==> src/rtl/gaussian_polar_sampler_defines.svh <==
// ---------------------------------------------------------------------------
// gaussian polar sampler assertion macros
// shared property shorthands for the sampler's checks
// ---------------------------------------------------------------------------
`ifndef GAUSSIAN_POLAR_SAMPLER_DEFINES_SVH
`define GAUSSIAN_POLAR_SAMPLER_DEFINES_SVH

// same-cycle implication, checked outside reset
`define GPS_ASSERT_IMPL(name, pre, post, msg) \
  name: assert property (@(posedge clk) disable iff (rst) (pre) |-> (post)) else $error(msg);

// next-cycle implication, checked outside reset
`define GPS_ASSERT_NEXT(name, pre, post, msg) \
  name: assert property (@(posedge clk) disable iff (rst) (pre) |=> (post)) else $error(msg);

`endif

==> src/rtl/gps_pkg.sv <==
// ---------------------------------------------------------------------------
// gps_pkg
// constants, types and arithmetic helpers of the polar gaussian sampler
// ---------------------------------------------------------------------------
package gps_pkg;

  localparam int UNIFORM_BITS     = 31;
  localparam int SAMPLE_FRAC_BITS = 27;
  localparam int SAMPLE_W         = 32;

  localparam int U_FRAC  = 30;
  localparam int UMAG_W  = U_FRAC + 1;        // |u| <= 1.0 in q1.30
  localparam int FQ_W    = U_FRAC + 1;
  localparam int FR_W    = 34;
  localparam int SQ_W    = 2 * U_FRAC + 1;    // u^2 <= 1.0 in q.60
  localparam int SUM_W   = SQ_W + 1;
  localparam int S_W     = 2 * U_FRAC;        // kept sum is below 1.0
  localparam int MANT_W  = 63;
  localparam int NZ_W    = 6;
  localparam int LOG_FRAC    = 56;
  localparam int SQR_ROUNDS  = LOG_FRAC;
  localparam int NORM_STAGES = 3;
  localparam int NEGLOG_W    = 62;
  localparam int LOG_LAT     = NORM_STAGES + 2 * SQR_ROUNDS + 1;
  localparam int RAD_W       = 64;
  localparam int ROOT_W      = 32;
  localparam int ROOT_STEPS  = 32;
  localparam int Q_W         = 32;
  localparam int DIV_STEPS   = Q_W;
  localparam int PRE_LAT     = 4;
  localparam int MUL_LAT     = 2;
  localparam int OUT_LAT     = 2;
  localparam int PIPE_DEPTH  = PRE_LAT + LOG_LAT + MUL_LAT + ROOT_STEPS + OUT_LAT;
  localparam int R_DELAY     = LOG_LAT + MUL_LAT - DIV_STEPS;
  localparam int SHIFT       = 59 - SAMPLE_FRAC_BITS;

  localparam logic [62:0] LN2_Q63 = 63'h58B9_0BFB_E8E7_BCD6;

  typedef struct packed {
    logic [FQ_W-1:0] q;
    logic [FR_W-1:0] r;
    logic            neg;
  } fold_t;

  typedef struct packed {
    logic [UMAG_W-1:0] u1;
    logic [UMAG_W-1:0] u2;
    logic              n1;
    logic              n2;
  } pair_t;

  typedef struct packed {
    logic [Q_W-1:0] r1;
    logic [Q_W-1:0] r2;
    logic           n1;
    logic           n2;
  } ratio_t;

  // distance from midscale, scaled to q.30, first fold of the divide by rmax
  function automatic fold_t unit_fold(input logic [UNIFORM_BITS-1:0] x);
    logic [63:0] rmax;
    logic [63:0] x2;
    logic [63:0] d;
    logic [63:0] n;
    fold_t       o;
    rmax = (64'd1 << UNIFORM_BITS) - 64'd1;
    x2   = 64'(x) << 1;
    if (x2 >= rmax) begin
      d     = x2 - rmax;
      o.neg = 1'b0;
    end else begin
      d     = rmax - x2;
      o.neg = 1'b1;
    end
    n   = (d << U_FRAC) + (rmax >> 1);
    o.q = FQ_W'(n >> UNIFORM_BITS);
    o.r = FR_W'((n & rmax) + (n >> UNIFORM_BITS));
    return o;
  endfunction

  // remaining folds for a 2^k-1 divisor, then one correction
  function automatic logic [UMAG_W-1:0] unit_finish(input fold_t f);
    logic [63:0] rmax;
    logic [63:0] q;
    logic [63:0] r;
    rmax = (64'd1 << UNIFORM_BITS) - 64'd1;
    q    = 64'(f.q);
    r    = 64'(f.r);
    for (int i = 0; i < 2; i++) begin
      q = q + (r >> UNIFORM_BITS);
      r = (r & rmax) + (r >> UNIFORM_BITS);
    end
    if (r >= rmax) begin
      q = q + 64'd1;
    end
    return UMAG_W'(q);
  endfunction

  // round to output scale, saturate, apply sign
  function automatic logic signed [SAMPLE_W-1:0] make_sample(input logic [63:0] raw,
                                                             input logic neg);
    logic [63:0]         mag;
    logic [SAMPLE_W-1:0] res;
    mag = (raw + (64'd1 << (SHIFT - 1))) >> SHIFT;
    if (neg) begin
      if (mag > 64'h8000_0000) begin
        res = 32'h8000_0000;
      end else begin
        res = SAMPLE_W'(64'd0 - mag);
      end
    end else begin
      if (mag > 64'h7FFF_FFFF) begin
        res = 32'h7FFF_FFFF;
      end else begin
        res = mag[SAMPLE_W-1:0];
      end
    end
    return signed'(res);
  endfunction

endpackage

==> src/rtl/gps_isqrt.sv <==
// ---------------------------------------------------------------------------
// gps_isqrt
// pipelined integer square root, one result bit per stage
// ---------------------------------------------------------------------------
module gps_isqrt import gps_pkg::*; (
  input  logic              clk,
  input  logic              en,
  input  logic [RAD_W-1:0]  radicand,
  output logic [ROOT_W-1:0] root
);

  logic [RAD_W-1:0] v   [ROOT_STEPS];
  logic [RAD_W-1:0] res [ROOT_STEPS];

  for (genvar k = 0; k < ROOT_STEPS; k++) begin : g_step
    localparam logic [RAD_W-1:0] BIT = RAD_W'(1) << (RAD_W - 2 - 2 * k);
    logic [RAD_W-1:0] vi;
    logic [RAD_W-1:0] ri;
    logic [RAD_W-1:0] trial;

    if (k == 0) begin : g_src
      assign vi = radicand;
      assign ri = '0;
    end else begin : g_src
      assign vi = v[k-1];
      assign ri = res[k-1];
    end

    assign trial = ri + BIT;

    always_ff @(posedge clk) begin
      if (en) begin
        if (vi >= trial) begin
          v[k]   <= vi - trial;
          res[k] <= (ri >> 1) + BIT;
        end else begin
          v[k]   <= vi;
          res[k] <= ri >> 1;
        end
      end
    end
  end

  assign root = res[ROOT_STEPS-1][ROOT_W-1:0];

endmodule

==> config.mk <==
export PLATFORM = sky130hd
export DESIGN_NAME = gps_isqrt
export DESIGN_NICKNAME = d
export VERILOG_FILES = /design/src/rtl/gaussian_polar_sampler_defines.svh /design/src/rtl/gps_pkg.sv /design/src/rtl/gps_isqrt.sv
export SDC_FILE = /design/constraint.sdc
export NUM_CORES = 2
export LEC_CHECK = 0
export ABC_CLOCK_PERIOD_IN_PS = 5150
export BUFFER_PORTS_ARGS = -buffer_cell sky130_fd_sc_hd__buf_2
export CORE_AREA = 3 3 522 524
export DETAILED_ROUTE_END_ITERATION = 10
export DIE_AREA = 0 0 525 527
export RECOVER_POWER = 100
export SLEW_MARGIN = 20
export SYNTH_ARGS = -nofsm -noshare
export SYNTH_HDL_FRONTEND = slang
export SYNTH_SLANG_ARGS = --single-unit
==> constraint.sdc <==
create_clock -name clk -period 5.15 [get_ports clk]
set_input_delay 0.2575 -clock clk [delete_from_list [all_inputs] [get_ports clk]]
set_output_delay 0.2575 -clock clk [all_outputs]
set_load 0.02 [all_outputs]
==> impl_metrics.json <==
{
  "vias": 77300,
  "holdWs_ns": 0.0874,
  "synth.top_cell.area_share_pct": 62.6,
  "drt_iter0_markers": 7831,
  "ys_types": 96,
  "arrival_ns": 5.69,
  "rr_worst_depth": 11,
  "slew_viol_final": 1251,
  "drt_wl_total_um": 302000,
  "grt_overflow": 0,
  "clkLatencyLatePin_ns": 0.91,
  "layout-drive-gt1-share_pct": 5.81,
  "critPathBufInv": 0,
  "worstHoldEndpoint": "v[0][36]",
  "crit_family": "simple AND/OR/NAND/NOR gates",
  "start_util_pct": 44.9,
  "fmax_ghz": 0.197,
  "synthTopCellsByArea": "edfxtp_1 (63%), ha_1 (5.8%), xor2_1 (3.4%), xnor2_1 (3.0%), o21ai_0 (2.2%)",
  "r2r_end": "v[1][765]",
  "core-area_um2": 268000,
  "worstMarginPinSlew_ns": 3.55,
  "yosys_warnings": 0,
  "fin_ws_ns": 0.0711,
  "end_kind": "register",
  "syn2layout_area_growth_pct": 11.8,
  "cpPeakStageDelay_ns": 1.13,
  "grt_max_degree": 162,
  "utilization_pct": 50.2,
  "worstPathMaxFanout": 8,
  "drc_errors": 0,
  "final.setup_skew_ns": 0.0782,
  "r2r_start": "v[1][667]",
  "finalCritPeriodShare_pct": 98.6,
  "synth_top_area_cell": "edfxtp_1",
  "antenna_found_initial": 14,
  "die_h_um": 527,
  "crit_path_frequent_cell": "nand3_1",
  "place_area_um2": 125000,
  "tritoncts": "done",
  "port_buffers": 97,
  "row_count": 190,
  "place_congestion": 0.937,
  "hold_start": "radicand[36]",
  "grt_first_pass_wirelength_um": 455000,
  "ys_ff_latch": 2512,
  "dieArea_um2": 277000,
  "wl_per_cell_um": 22.0,
  "fin_tns_setup_ns": 0,
  "path_clk_slew_ns": 0.06,
  "post-place-cells": 13145,
  "holdPathStages": 2,
  "max_slew_margin_pct": -137,
  "io_pins": 98,
  "crit_path_start_kind": "register",
  "hold_violations": 0,
  "finalWorstPathRequiredPeriod_ns": 5.08,
  "dp_worst_setup_slack_ns": 0.0977,
  "status": "complete, but fails checks",
  "grtUsageTotal_pct": 21.3,
  "netlist_area_um2": 120000,
  "cts_num_sinks": 2512,
  "ant_nets": 0,
  "crit_path_top_delay_cell": "nor4_1",
  "syn_avg_cell_area_um2": 12.5,
  "die_w_um": 525,
  "required_ns": 5.76,
  "rsz0062_at_grt": "no",
  "synthFlopType": "edfxtp_1",
  "cts_made_buffers": 278,
  "vias_per_cell": 5.64,
  "fin_area_um2": 135000,
  "hpwl_um": 226000,
  "post-cts-setup-buffers": 0,
  "crit_chain": "ha_1, nand4_1, nor4_1, nand3_1, o211a_1, o311a_1, or3_1, or4b_1, nor2_1, nand3_1, xnor2_1",
  "synthCells": 9611,
  "htree_levels": 5,
  "root_buffer": "clkbuf_16",
  "fin_cells": 13707,
  "violations": "max-capacitance violations, max-slew violations",
  "finalSetupViolCount": 0,
  "max-cap-violations": 20,
  "grt_pass1_vias": 73881,
  "cellPowerDensity_nw_per_um2": 445,
  "path_class": "reg2reg",
  "yosysSeqAreaShare_pct": 62.6,
  "finalNetCount": 10571,
  "rrSetupSlack_ns": 0.07,
  "min-delay-path-class": "in2reg",
  "finalPower_mw": 59.8,
  "dr.pass1.iters": 8,
  "async_flop_share_pct": 0,
  "leakage_nw": 50.1,
  "synth_nets": 10235,
  "synth_edf_count": 2512,
  "clock_path_buffers": 4,
  "vdd_drop_max_uv": 270
}
[cell usage in the layout, fill, tap and decap left out, types with 358 or more instances in the layout]
cell	Yosys	layout
edfxtp_1	2512	2512
o21ai_0	537	536
nand2_1	695	695
ha_1	558	558
nor2_1	556	556
inv_1	701	700
a21oi_1	532	533
xor2_1	468	468
xnor2_1	410	410
nor4_1	359	358
[kinds of logic (layout without fill, tap and decap cells)]
logic type               count (synthesis)  count (layout)  share of synthesized area (%)
AND/OR/NAND/NOR                       2832            2832                           12.1
AO/OA/AOI/OAI                         1849            1849                           9.56
flip-flops                            2512            2512                           62.6
adder cells (fa/ha/maj)                558             558                           5.80
multiplexers                            65              65                          0.595
buffers and inverters                  917            1459                           2.88
XOR/XNOR                               878             878                           6.39
other                                    0               2                              0
[cell usage after synthesis (12+ instances only)]
cell type	count
a21oi_1	532
o31ai_1	49
nand3_1	165
nor3b_1	21
a31oi_1	46
or3_1	118
ha_1	558
mux2_2	53
a211o_1	16
mux2i_1	12
nand3b_1	21
a21o_1	242
nor2_1	556
buf_2	14
nor3_1	257
o21a_1	100
or2_2	39
o41ai_1	12
nor4b_1	44
xnor2_1	410
and4_1	19
xor2_1	468
edfxtp_1	2512
a31o_2	12
inv_1	701
nor4_1	359
o21ai_0	537
o21bai_1	52
clkbuf_1	192
nor2b_1	64
and2_1	35
nand2_1	695
a211oi_1	49
o211ai_1	42
nand4_1	142
nand2b_1	112
or4_1	59
a21boi_0	15
nand4b_1	29
and3_1	45
[flip-flops by register name, summed over array words and instances (netlist names)]
| register | count |
|---|---|
| v | 1984 |
| res | 528 |
[cell type report]
type                            instances  area (um2)
Clock buffer                          341        7410
Multi-Input combinational cell       6182       41500
Inverter                              703        2640
Sequential cell                      2512       75400
Fill cell                           22906      133000
Clock inverter                        145        1440
Timing Repair Buffer                  270        1740
Tap cell                             3552        4440
Antenna cell                            2        5.00
[metal layers]
metal / global-route usage (%) / vias to the layer above / share of wire, %
met5: 0 / - / 0.013
li1: - / 36659 / -
met3: 3.57 / 453 / 7.0
met1: 31.8 / 37606 / 47
met2: 32.0 / 2576 / 43
met4: 6.07 / 6 / 3.0
[worst max path at each step]
stage / start / to / slack (ns) / cells past startpoint
after global routing: en / v[0][208] / 0.02 / 5
final: v[1][667] / v[1][765] / 0.07 / 11
after global placement: v[1][594] / v[1][678] / 0.17 / 12
after detailed placement: v[1][594] / v[1][681] / 0.1 / 12
after floorplan: en / res[1][774] / 1.03 / 4
after CTS: v[1][594] / v[1][681] / 0.05 / 12
[report_power, final]
part,internal (mW),switching [mW]
combinational,4.79,7.47
clock,11.4,8.05
sequential,25.9,2.22
total,42.1,17.7
[repair_timing]
action / CTS / global route
endpoints found under the setup margin: 0 / 36
endpoints found under the hold margin: 136 / 0
hold buffers: 73 / 0
resized for setup: 0 / 2
Note: power is estimated with default switching activity, not from simulation.
